<file path="src/design/rfdd_pkg.sv">
`default_nettype none

package rfdd_pkg;

   localparam int PAYLOAD_DEPTH = 16;
   localparam int CHANNEL_COUNT = 10;
   localparam int PD_IDX_W      = $clog2(PAYLOAD_DEPTH);
   localparam int CNT_W         = 5;
   localparam int RC_BYTES      = 9;
   localparam int HEALTH_BYTES  = 6;
   // x / 1000 == (x * MS_RECIP) >> MS_SHIFT for every 32-bit x
   localparam logic [28:0] MS_RECIP = 29'h10624DD3;
   localparam int MS_SHIFT      = 38;
   localparam int CH_OFFSET     = 1000;
   localparam int QUEUE_DEPTH   = 2;
   localparam int QPTR_W        = $clog2(QUEUE_DEPTH);
   localparam int QCNT_W        = $clog2(QUEUE_DEPTH + 1);

   localparam logic [2:0] KIND_RC     = 3'd0;
   localparam logic [2:0] KIND_HEALTH = 3'd1;
   localparam logic [2:0] KIND_PING   = 3'd2;
   localparam logic [2:0] KIND_PONG   = 3'd3;
   localparam logic [2:0] KIND_OTHER  = 3'd4;
   localparam logic [2:0] KIND_ERR    = 3'd5;

   localparam logic [2:0] CSR_LINK_ID     = 3'd0;
   localparam logic [2:0] CSR_RC_TYPE     = 3'd1;
   localparam logic [2:0] CSR_HEALTH_TYPE = 3'd2;
   localparam logic [2:0] CSR_PING_TYPE   = 3'd3;
   localparam logic [2:0] CSR_PONG_TYPE   = 3'd4;

   typedef struct packed {
      logic [7:0] link_id;
      logic [3:0] rc_type;
      logic [3:0] health_type;
      logic [3:0] ping_type;
      logic [3:0] pong_type;
   } cfg_type;

   // one decoded frame handed from the front to the back
   typedef struct packed {
      logic [2:0]                kind;
      logic [3:0]                frame_type;
      logic [RC_BYTES-1:0][7:0]  payload;
      logic [31:0]               delta;
   } job_type;

   typedef logic [9:0] scale8_tab_type [256];
   typedef logic [9:0] scale4_tab_type [16];

   function automatic scale8_tab_type build_scale8();
      scale8_tab_type t;
      for (int i = 0; i < 256; i++) begin
         t[i] = 10'((i * 1000) / 255);
      end
      return t;
   endfunction

   function automatic scale4_tab_type build_scale4();
      scale4_tab_type t;
      for (int i = 0; i < 16; i++) begin
         t[i] = 10'((i * 1000) / 15);
      end
      return t;
   endfunction

   localparam scale8_tab_type SCALE8_TAB = build_scale8();
   localparam scale4_tab_type SCALE4_TAB = build_scale4();

   // unpack and scale one RC channel, 1000..2023
   function automatic logic [10:0] rc_channel(logic [RC_BYTES-1:0][7:0] p, logic [3:0] idx);
      logic [9:0] scaled;
      unique case (idx)
         4'd0:    scaled = {p[0], p[1][7:6]};
         4'd1:    scaled = {p[1][5:0], p[2][7:4]};
         4'd2:    scaled = {p[2][3:0], p[3][7:2]};
         4'd3:    scaled = {p[3][1:0], p[4]};
         4'd4:    scaled = SCALE8_TAB[p[5]];
         4'd5:    scaled = SCALE8_TAB[p[6]];
         4'd6:    scaled = SCALE4_TAB[p[7][7:4]];
         4'd7:    scaled = SCALE4_TAB[p[7][3:0]];
         4'd8:    scaled = SCALE4_TAB[p[8][7:4]];
         4'd9:    scaled = SCALE4_TAB[p[8][3:0]];
         default: scaled = '0;
      endcase
      return 11'(scaled) + 11'(CH_OFFSET);
   endfunction

endpackage

`default_nettype wire

</file>
<file path="src/design/rfdd_front.sv">
`default_nettype none

module rfdd_front (
   input  wire logic               clock,
   input  wire logic               reset,
   input  wire rfdd_pkg::cfg_type  cfg,
   input  wire logic               req_valid,
   output logic                    req_stall,
   input  wire logic [7:0]         req_rx_byte,
   input  wire logic [31:0]        req_now_us,
   input  wire logic               q_full,
   output logic                    q_push,
   output rfdd_pkg::job_type       q_job
);

   localparam logic [1:0] PH_HUNT    = 2'd0;
   localparam logic [1:0] PH_HEADER  = 2'd1;
   localparam logic [1:0] PH_PAYLOAD = 2'd2;
   localparam logic [1:0] PH_CHECK   = 2'd3;

   logic [1:0]                  phase_ff, phase_in;
   logic [7:0]                  xor_ff, xor_in;
   logic [3:0]                  type_ff, type_in;
   logic [3:0]                  len_ff, len_in;
   logic [rfdd_pkg::CNT_W-1:0]  count_ff, count_in;
   logic [7:0]                  store_ff [rfdd_pkg::PAYLOAD_DEPTH];
   logic                        store_we;
   logic                        accept;
   logic [rfdd_pkg::RC_BYTES-1:0][7:0] rd;
   logic [31:0]                 stamp;
   logic [rfdd_pkg::CNT_W-1:0]  count_inc;

   assign req_stall = q_full;
   assign accept    = req_valid && !q_full;
   assign count_inc = count_ff + rfdd_pkg::CNT_W'(1);

   // bytes past the fill count read as zero
   always_comb begin
      for (int i = 0; i < rfdd_pkg::RC_BYTES; i++) begin
         rd[i] = (rfdd_pkg::CNT_W'(i) < count_ff) ? store_ff[i] : 8'h00;
      end
   end

   assign stamp = {rd[3], rd[2], rd[1], rd[0]};

   always_comb begin
      q_job.payload    = rd;
      q_job.frame_type = type_ff;
      q_job.delta      = req_now_us - stamp;
      priority if (xor_ff != req_rx_byte) q_job.kind = rfdd_pkg::KIND_ERR;
      else if (type_ff == cfg.rc_type)     q_job.kind = rfdd_pkg::KIND_RC;
      else if (type_ff == cfg.health_type) q_job.kind = rfdd_pkg::KIND_HEALTH;
      else if (type_ff == cfg.ping_type)   q_job.kind = rfdd_pkg::KIND_PING;
      else if (type_ff == cfg.pong_type)   q_job.kind = rfdd_pkg::KIND_PONG;
      else                                 q_job.kind = rfdd_pkg::KIND_OTHER;
   end

   always_comb begin
      phase_in = phase_ff;
      xor_in   = xor_ff;
      type_in  = type_ff;
      len_in   = len_ff;
      count_in = count_ff;
      store_we = 1'b0;
      q_push   = 1'b0;
      if (accept) begin
         unique case (phase_ff)
            PH_HUNT: begin
               if (req_rx_byte == cfg.link_id) begin
                  phase_in = PH_HEADER;
                  xor_in   = req_rx_byte;
                  count_in = '0;
               end
            end
            PH_HEADER: begin
               xor_in   = xor_ff ^ req_rx_byte;
               type_in  = req_rx_byte[7:4];
               len_in   = req_rx_byte[3:0];
               phase_in = PH_PAYLOAD;
            end
            PH_PAYLOAD: begin
               if (count_ff >= rfdd_pkg::CNT_W'(rfdd_pkg::PAYLOAD_DEPTH)) begin
                  phase_in = PH_HUNT;   // overflow: drop byte, abort frame
               end else begin
                  xor_in   = xor_ff ^ req_rx_byte;
                  store_we = 1'b1;
                  count_in = count_inc;
                  if (count_inc == rfdd_pkg::CNT_W'(len_ff)) begin
                     phase_in = PH_CHECK;
                  end
               end
            end
            PH_CHECK: begin
               q_push   = 1'b1;
               phase_in = PH_HUNT;
            end
         endcase
      end
   end

   always_ff @(posedge clock) begin
      if (reset) begin
         phase_ff <= PH_HUNT;
         xor_ff   <= '0;
         type_ff  <= '0;
         len_ff   <= '0;
         count_ff <= '0;
      end else begin
         phase_ff <= phase_in;
         xor_ff   <= xor_in;
         type_ff  <= type_in;
         len_ff   <= len_in;
         count_ff <= count_in;
      end
   end

   always_ff @(posedge clock) begin
      if (store_we) begin
         store_ff[count_ff[rfdd_pkg::PD_IDX_W-1:0]] <= req_rx_byte;
      end
   end

endmodule

`default_nettype wire

</file>
<file path="src/design/rfdd_queue.sv">
`default_nettype none

module rfdd_queue (
   input  wire logic               clock,
   input  wire logic               reset,
   input  wire logic               push,
   input  wire rfdd_pkg::job_type  push_job,
   output logic                    full,
   input  wire logic               pop,
   output rfdd_pkg::job_type       head_job,
   output logic                    empty
);

   rfdd_pkg::job_type            mem_ff [rfdd_pkg::QUEUE_DEPTH];
   logic [rfdd_pkg::QPTR_W-1:0]  wr_ptr_ff, wr_ptr_in;
   logic [rfdd_pkg::QPTR_W-1:0]  rd_ptr_ff, rd_ptr_in;
   logic [rfdd_pkg::QCNT_W-1:0]  cnt_ff, cnt_in;
   logic                         do_push, do_pop;

   assign full     = cnt_ff == rfdd_pkg::QCNT_W'(rfdd_pkg::QUEUE_DEPTH);
   assign empty    = cnt_ff == '0;
   assign do_push  = push && !full;
   assign do_pop   = pop && !empty;
   assign head_job = mem_ff[rd_ptr_ff];

   always_comb begin
      wr_ptr_in = wr_ptr_ff;
      rd_ptr_in = rd_ptr_ff;
      cnt_in    = cnt_ff;
      if (do_push) begin
         wr_ptr_in = (wr_ptr_ff == rfdd_pkg::QPTR_W'(rfdd_pkg::QUEUE_DEPTH - 1)) ?
                     '0 : wr_ptr_ff + rfdd_pkg::QPTR_W'(1);
      end
      if (do_pop) begin
         rd_ptr_in = (rd_ptr_ff == rfdd_pkg::QPTR_W'(rfdd_pkg::QUEUE_DEPTH - 1)) ?
                     '0 : rd_ptr_ff + rfdd_pkg::QPTR_W'(1);
      end
      if (do_push && !do_pop) begin
         cnt_in = cnt_ff + rfdd_pkg::QCNT_W'(1);
      end else if (do_pop && !do_push) begin
         cnt_in = cnt_ff - rfdd_pkg::QCNT_W'(1);
      end
   end

   always_ff @(posedge clock) begin
      if (reset) begin
         wr_ptr_ff <= '0;
         rd_ptr_ff <= '0;
         cnt_ff    <= '0;
      end else begin
         wr_ptr_ff <= wr_ptr_in;
         rd_ptr_ff <= rd_ptr_in;
         cnt_ff    <= cnt_in;
      end
   end

   always_ff @(posedge clock) begin
      if (do_push) begin
         mem_ff[wr_ptr_ff] <= push_job;
      end
   end

endmodule

`default_nettype wire

</file>
<file path="src/design/rfdd_back.sv">
`default_nettype none

module rfdd_back (
   input  wire logic               clock,
   input  wire logic               reset,
   input  wire logic               q_empty,
   input  wire rfdd_pkg::job_type  q_job,
   output logic                    q_pop,
   output logic                    rsp_valid,
   input  wire logic               rsp_stall,
   output logic [2:0]              rsp_kind,
   output logic [3:0]              rsp_item_index,
   output logic [22:0]             rsp_item_value,
   output logic [3:0]              rsp_frame_type,
   output logic                    rsp_last_of_run
);

   localparam logic [1:0] B_IDLE = 2'd0;
   localparam logic [1:0] B_DIV  = 2'd1;
   localparam logic [1:0] B_EMIT = 2'd2;

   logic [1:0]            state_ff, state_in;
   rfdd_pkg::job_type     job_ff, job_in;
   logic [3:0]            idx_ff, idx_in;
   logic [31:0]           quo_ff, quo_in;

   logic                  valid_ff, valid_in;
   logic [2:0]            kind_ff;
   logic [3:0]            index_ff;
   logic [22:0]           value_ff;
   logic [3:0]            ftype_ff;
   logic                  last_ff;

   logic                  out_free, load;
   logic                  is_last;
   logic [22:0]           value;
   logic [7:0]            health_byte;
   logic [60:0]           prod;

   assign out_free = !valid_ff || !rsp_stall;

   // divide by 1000 as a reciprocal multiply
   assign prod = 61'(quo_ff) * 61'(rfdd_pkg::MS_RECIP);

   always_comb begin
      unique case (idx_ff)
         4'd0:    health_byte = job_ff.payload[0];
         4'd1:    health_byte = job_ff.payload[1];
         4'd2:    health_byte = job_ff.payload[2];
         4'd3:    health_byte = job_ff.payload[3];
         4'd4:    health_byte = job_ff.payload[4];
         4'd5:    health_byte = job_ff.payload[5];
         default: health_byte = 8'h00;
      endcase
   end

   always_comb begin
      unique case (job_ff.kind)
         rfdd_pkg::KIND_RC: begin
            value   = 23'(rfdd_pkg::rc_channel(job_ff.payload, idx_ff));
            is_last = idx_ff == 4'(rfdd_pkg::CHANNEL_COUNT - 1);
         end
         rfdd_pkg::KIND_HEALTH: begin
            value   = 23'(health_byte);
            is_last = idx_ff == 4'(rfdd_pkg::HEALTH_BYTES - 1);
         end
         rfdd_pkg::KIND_PONG: begin
            value   = quo_ff[22:0];
            is_last = 1'b1;
         end
         default: begin
            value   = '0;
            is_last = 1'b1;
         end
      endcase
   end

   always_comb begin
      state_in = state_ff;
      job_in   = job_ff;
      idx_in   = idx_ff;
      quo_in   = quo_ff;
      q_pop    = 1'b0;
      load     = 1'b0;
      unique case (state_ff)
         B_IDLE: begin
            if (!q_empty) begin
               q_pop  = 1'b1;
               job_in = q_job;
               idx_in = '0;
               if (q_job.kind == rfdd_pkg::KIND_PONG) begin
                  state_in = B_DIV;
                  quo_in   = q_job.delta;
               end else begin
                  state_in = B_EMIT;
               end
            end
         end
         B_DIV: begin
            quo_in   = 32'(prod >> rfdd_pkg::MS_SHIFT);
            state_in = B_EMIT;
         end
         B_EMIT: begin
            if (out_free) begin
               load = 1'b1;
               if (is_last) begin
                  state_in = B_IDLE;
               end else begin
                  idx_in = idx_ff + 4'd1;
               end
            end
         end
         default: state_in = B_IDLE;
      endcase
   end

   always_comb begin
      valid_in = valid_ff;
      if (load) begin
         valid_in = 1'b1;
      end else if (!rsp_stall) begin
         valid_in = 1'b0;
      end
   end

   always_ff @(posedge clock) begin
      if (reset) begin
         state_ff <= B_IDLE;
         valid_ff <= 1'b0;
      end else begin
         state_ff <= state_in;
         valid_ff <= valid_in;
      end
   end

   always_ff @(posedge clock) begin
      job_ff  <= job_in;
      idx_ff  <= idx_in;
      quo_ff  <= quo_in;
      if (load) begin
         kind_ff  <= job_ff.kind;
         index_ff <= idx_ff;
         value_ff <= value;
         ftype_ff <= job_ff.frame_type;
         last_ff  <= is_last;
      end
   end

   assign rsp_valid       = valid_ff;
   assign rsp_kind        = kind_ff;
   assign rsp_item_index  = index_ff;
   assign rsp_item_value  = value_ff;
   assign rsp_frame_type  = ftype_ff;
   assign rsp_last_of_run = last_ff;

endmodule

`default_nettype wire

</file>
<file path="src/design/radio_frame_deframer_decoder_core.sv">
// Radio frame deframer and decoder.
// req_*: one received byte and the microsecond time per word. csr_*: five
// registers (channel byte, RC / health / ping / pong type codes); the user
// must write them only while the block is idle, the block does not enforce it.
// rsp_*: decoded results, one per word; last_of_run marks the final
// result of a frame. RC frames give ten words, health frames six, ping,
// pong, unknown type and checksum error one each.
// Input: one byte per cycle while req_stall is low. The front parser hands
// each finished frame to a two-entry queue; it stalls the input only while
// that queue is full. The back end pops a frame into its job register, then
// loads the output register and raises rsp_valid; it then gives one word a
// cycle while rsp_stall is low, going through idle between frames. Pong
// frames add a back-end divide state for the divide by 1000 (a reciprocal
// multiply). A stalled result is held in the output register; the back end
// waits and the queue fills, after which req_stall rises.
// Reset (synchronous) returns the parser to hunting for the channel byte,
// empties the queue and loads the register reset values. No clearing pass:
// the payload store is tracked by its fill count.
`default_nettype none

module radio_frame_deframer_decoder_core (
   input  wire logic        clock,
   input  wire logic        reset,
   input  wire logic        req_valid,
   output logic             req_stall,
   input  wire logic [7:0]  req_rx_byte,
   input  wire logic [31:0] req_now_us,
   output logic             rsp_valid,
   input  wire logic        rsp_stall,
   output logic [2:0]       rsp_kind,
   output logic [3:0]       rsp_item_index,
   output logic [22:0]      rsp_item_value,
   output logic [3:0]       rsp_frame_type,
   output logic             rsp_last_of_run,
   input  wire logic        csr_wr_en,
   input  wire logic [2:0]  csr_index,
   input  wire logic [7:0]  csr_wr_data
);

   rfdd_pkg::cfg_type  cfg_ff;
   rfdd_pkg::job_type  push_job, head_job;
   logic               q_push, q_full, q_pop, q_empty;

   always_ff @(posedge clock) begin
      if (reset) begin
         cfg_ff.link_id     <= 8'd0;
         cfg_ff.rc_type     <= 4'd0;
         cfg_ff.health_type <= 4'd1;
         cfg_ff.ping_type   <= 4'd2;
         cfg_ff.pong_type   <= 4'd3;
      end else if (csr_wr_en) begin
         unique case (csr_index)
            rfdd_pkg::CSR_LINK_ID:     cfg_ff.link_id     <= csr_wr_data;
            rfdd_pkg::CSR_RC_TYPE:     cfg_ff.rc_type     <= csr_wr_data[3:0];
            rfdd_pkg::CSR_HEALTH_TYPE: cfg_ff.health_type <= csr_wr_data[3:0];
            rfdd_pkg::CSR_PING_TYPE:   cfg_ff.ping_type   <= csr_wr_data[3:0];
            rfdd_pkg::CSR_PONG_TYPE:   cfg_ff.pong_type   <= csr_wr_data[3:0];
            default: ;
         endcase
      end
   end

   rfdd_front u_front (
      .clock       (clock),
      .reset       (reset),
      .cfg         (cfg_ff),
      .req_valid   (req_valid),
      .req_stall   (req_stall),
      .req_rx_byte (req_rx_byte),
      .req_now_us  (req_now_us),
      .q_full      (q_full),
      .q_push      (q_push),
      .q_job       (push_job)
   );

   rfdd_queue u_queue (
      .clock    (clock),
      .reset    (reset),
      .push     (q_push),
      .push_job (push_job),
      .full     (q_full),
      .pop      (q_pop),
      .head_job (head_job),
      .empty    (q_empty)
   );

   rfdd_back u_back (
      .clock           (clock),
      .reset           (reset),
      .q_empty         (q_empty),
      .q_job           (head_job),
      .q_pop           (q_pop),
      .rsp_valid       (rsp_valid),
      .rsp_stall       (rsp_stall),
      .rsp_kind        (rsp_kind),
      .rsp_item_index  (rsp_item_index),
      .rsp_item_value  (rsp_item_value),
      .rsp_frame_type  (rsp_frame_type),
      .rsp_last_of_run (rsp_last_of_run)
   );

endmodule

`default_nettype wire

</file>
<file path="config.mk">
export PLATFORM = sky130hd
export DESIGN_NAME = radio_frame_deframer_decoder_core
export DESIGN_NICKNAME = d
export VERILOG_FILES = /design/src/design/rfdd_pkg.sv /design/src/design/rfdd_front.sv /design/src/design/rfdd_queue.sv /design/src/design/rfdd_back.sv /design/src/design/radio_frame_deframer_decoder_core.sv
export SDC_FILE = /design/constraint.sdc
export NUM_CORES = 2
export LEC_CHECK = 0
export BUFFER_PORTS_ARGS = -buffer_cell sky130_fd_sc_hd__buf_4
export CORE_MARGIN = 4
export CORE_UTILIZATION = 28
export DETAILED_ROUTE_END_ITERATION = 16
export PLACE_DENSITY = 0.43
export SLEW_MARGIN = 20
export SYNTH_ARGS = -nofsm -noshare
export SYNTH_HDL_FRONTEND = slang
export SYNTH_HIERARCHICAL = 1
export SYNTH_SLANG_ARGS = --single-unit
</file>
<file path="constraint.sdc">
create_clock -name clock -period 11.8 [get_ports clock]
set_input_delay 1.77 -clock clock [delete_from_list [all_inputs] [get_ports clock]]
set_output_delay 1.77 -clock clock [all_outputs]
set_load 0.01 [all_outputs]
</file>
==> results.py <==
metrics = {
    "synthesis": {
        "async_flop_share_pct": 0,
        "synth.area.top_cells": "edfxtp_1 (34%), ha_1 (15%), fa_1 (15%)",
        "synth-compound-area-share_pct": 10.4,
        "yosys.area_share.xor_xnor_pct": 1.99,
        "mappedNetlistArea_mm2": 0.0397,
        "yosys.cell_count.top_type": "inv_1",
        "yosysTopAreaCell": "edfxtp_1",
        "synth_top_area_share_pct": 33.6,
        "yosys_warnings": 6,
        "synth_cell_type_count": 91,
        "ys_dominant_reg_cell": "edfxtp_1",
        "synth_top_family_by_area": "adder cells",
        "most_instantiated_cells_after_synthesis": "inv_1 (607), ha_1 (481), edfxtp_1 (444)",
        "synth-edff-count": 444,
        "synth-simple-area-share_pct": 8.73,
        "synthMuxAreaShare_pct": 4.98,
        "synth_sequential_area_ratio_pct": 36.4,
        "ys_ff_latch": 499,
        "synth.avg_cell_area_um2": 11.1,
        "synth-adder-area-share_pct": 30.3,
        "synth_nets": 4425,
        "syn-instance-count": 3589,
    },
    "clocking": {
        "cts_buf_count": 54,
        "cts_sinks": 499,
        "clkTransAtPathRegs_ps": 60,
        "cts-resized-gates": 0,
        "clock_tree.htree_level_count": 2,
        "ctsLongestPathBuffers": 3,
        "hold_buffers": 0,
        "root_buffer": "clkbuf_16",
        "cts_tree": "built",
        "worst_skew_pair.late_latency_ps": 640,
        "cts.repair_timing.setup_buffer_count": 0,
    },
    "critical_path": {
        "cp_top_family": "adder cells",
        "crit_path_top_delay_cell": "a2111oi_0",
        "cp-end-kind": "flop",
        "critPathKind": "reg -> reg",
        "worstSetupStartpointType": "flop",
        "cp_data_arrival_time_ps": 8670,
        "critical_path_s_most_frequent_cell": "fa_1",
        "crit_chain": "ha_1, fa_1, fa_1, inv_1, fa_1, inv_1, fa_1, inv_1, fa_1, inv_1, fa_1, inv_1, fa_1, inv_1, ha_1, nand4_1, nor4_1, nand3_1, a31oi_1, o211ai_1, a2111oi_0, o2bb2ai_1, xnor2_1, o21ai_0",
        "critPathRequiredTime_ps": 12130,
        "worstPathBufferInverterCount": 6,
        "worst_path_largest_cell_delay_ps": 870,
        "critPathMaxFanout": 12,
    },
    "timing": {
        "finalSetupTns_ps": 0,
        "post_route_clock_skew_ps": 38.9,
        "tightestPinTransition_ps": 1080,
        "finalMaxSlewViolations": 0,
        "final_min_period_over_clock_period_pct": 70.7,
        "finalWorstPathRequiredPeriod_ps": 8340,
        "max_slew_margin_pct": 27.7,
        "report.final.setup_viol": 0,
        "maxClockFrequency_ghz": 0.120,
        "rsz_0062_raised_after_global_routing": "no",
        "final-hold-violation-count": 0,
    },
    "global_routing": {
        "grt.overflow.total": 0,
        "globalRouteTotalUtil_pct": 16.0,
        "grt_pass1_vias": 27182,
        "grt_max_degree": 66,
        "wire_length_of_the_first_global_routing_pass_um": 179000,
        "grt_antenna_before_repair": 4,
    },
    "job": {
        "maxCapViolCount": 0,
    },
    "min_path": {
        "hold_path.class": "reg -> reg",
    },
    "floorplan": {
        "total_die_area_mm2": 0.148,
        "start_util_pct": 28.3,
        "chipHeight_um": 384,
        "core_area_mm2": 0.140,
        "dieWidth_um": 384,
        "row_count": 137,
        "top_level_ports": 93,
    },
    "route": {
        "drt_pre_antenna_iters": 6,
        "detail_route.wirelength_um": 119000,
        "ant_nets": 0,
        "vias_cell": 4.74,
        "routedWlPerCell_um": 21.3,
        "dr.first_iter.drc_count": 1756,
        "drc_errors": 0,
        "routed-via-count": 26412,
    },
    "placed_design": {
        "gpl.final_weighted_congestion": 0.880,
        "place_hpwl_um": 92000,
        "numPortBuffers": 92,
    },
    "status": {
        "result_of_the_run": "completed",
    },
    "cells_and_area": {
        "layout.nets": 4485,
        "drive_gt1_share_pct": 9.18,
        "fin_util_pct": 31.5,
        "diode_count": 0,
        "area.growth.synth_to_final_pct": 11.1,
        "n_fill_cell": 14456,
    },
    "pwr": {
        "power.density_mw_per_mm2": 82.3,
        "ir_drop_uv": 105,
        "static-leakage-power_nw": 18.6,
    },
}
## cell usage in the layout, fill, tap and decap left out, types with 11 or more instances in the layout
cell / instances
o211ai_1: 42
a22oi_1: 45
and2_1: 32
nor2b_1: 62
o31ai_1: 15
nand3_1: 52
xnor2_1: 52
xor2_1: 38
nand2b_1: 60
nor3_1: 37
nor4_1: 12
clkinv_1: 11
a31oi_1: 42
a21o_1: 29
a211oi_1: 16
mux2_2: 115
edfxtp_1: 444
nor2_1: 137
fa_1: 299
clkbuf_16: 54
a21oi_1: 163
nor3b_1: 13
mux2i_1: 59
nand2_1: 178
o21a_1: 23
buf_4: 122
inv_1: 606
o21ai_0: 133
clkbuf_1: 19
or3_1: 13
ha_1: 481
dfxtp_1: 54
nand4_1: 25
## per-layer routing
metal / up-vias / wire, um / track usage, %
met5: - / 0 / 0
met4: 0 / 2040 / 2.86
met3: 103 / 5130 / 2.16
met2: 571 / 50800 / 24.2
met1: 13130 / 60500 / 24.5
li1: 12608 / - / -
## report_power, final
group | internal (mW) | switching, mW
clock | 0.886 | 0.716
combinational | 0.0441 | 0.0695
sequential | 1.91 | 0.00159
## kinds of logic after synthesis
kind of cell / count (synthesis)
xor+xnor: 90
simple gates: 679
fa+ha+maj: 780
compound gates: 636
mux: 178
flops: 499
buf+inv: 727
## path summary, 6_finish.rpt
kind / startpoint / slack (ps) / end / cells past startpoint
setup / recovery: u_back/quo_ff[8] / 3460 / u_back/quo_ff[21] / 24
hold / removal: u_back/job_ff[106] / 420 / u_back/rsp_frame_type[2] / 0
setup reg to reg: u_back/quo_ff[8] / 3460 / u_back/quo_ff[21] / 24
hold reg to reg: u_back/job_ff[106] / 420 / u_back/rsp_frame_type[2] / 0
## registers in the layout, indices dropped and copies added (netlist names), 5 cells and up, named ones only
signal                 count
u_queue/mem_ff           222
cfg_ff                    24
u_front/store_ff          72
u_back/rsp_item_value     23
u_front/count_ff           5
u_front/xor_ff             8
u_back/quo_ff             32
u_back/job_ff             79
## cell type report
class                      instances  area (um2)  share of cell area, %
inverter                         609        2290                   5.19
multi-input combinational       2363       22400                   50.9
timing repair buffer             122         916                   2.08
sequential                       499       14400                   32.8
tap                             1876        2350                   5.33
clock inverter                    23         206                  0.469
clock buffer                      75        1450                   3.29
## worst reg2reg max path: cells and delay by family (launching register included)
kind / cells / cell delay [ps]
AOI/OAI and AO/OA: 5 / 1800
xor gates and xnor gates: 1 / 170
adders and majority gates: 9 / 4290
buffers and inverters: 6 / 350
DFF: 1 / 780
and+or+nand+nor: 3 / 670
## metrics by stage
stage / power (mW) / hold WS (ps) / setup WS, ps / instances / area [um2]
final: 3.63 / 419 / 3460 / 5567 / 44100
after global routing: 3.78 / 437 / 2870 / 5567 / 44100
after floorplan: 2.01 / 400 / 3590 / 3589 / 39700
after detailed placement: 2.06 / 406 / 3470 / 5469 / 42400
after global placement: 2.06 / 405 / 3530 / 5469 / 42400
after CTS: 3.69 / 419 / 3470 / 5567 / 44000
Power figures use the tool's default switching activity.
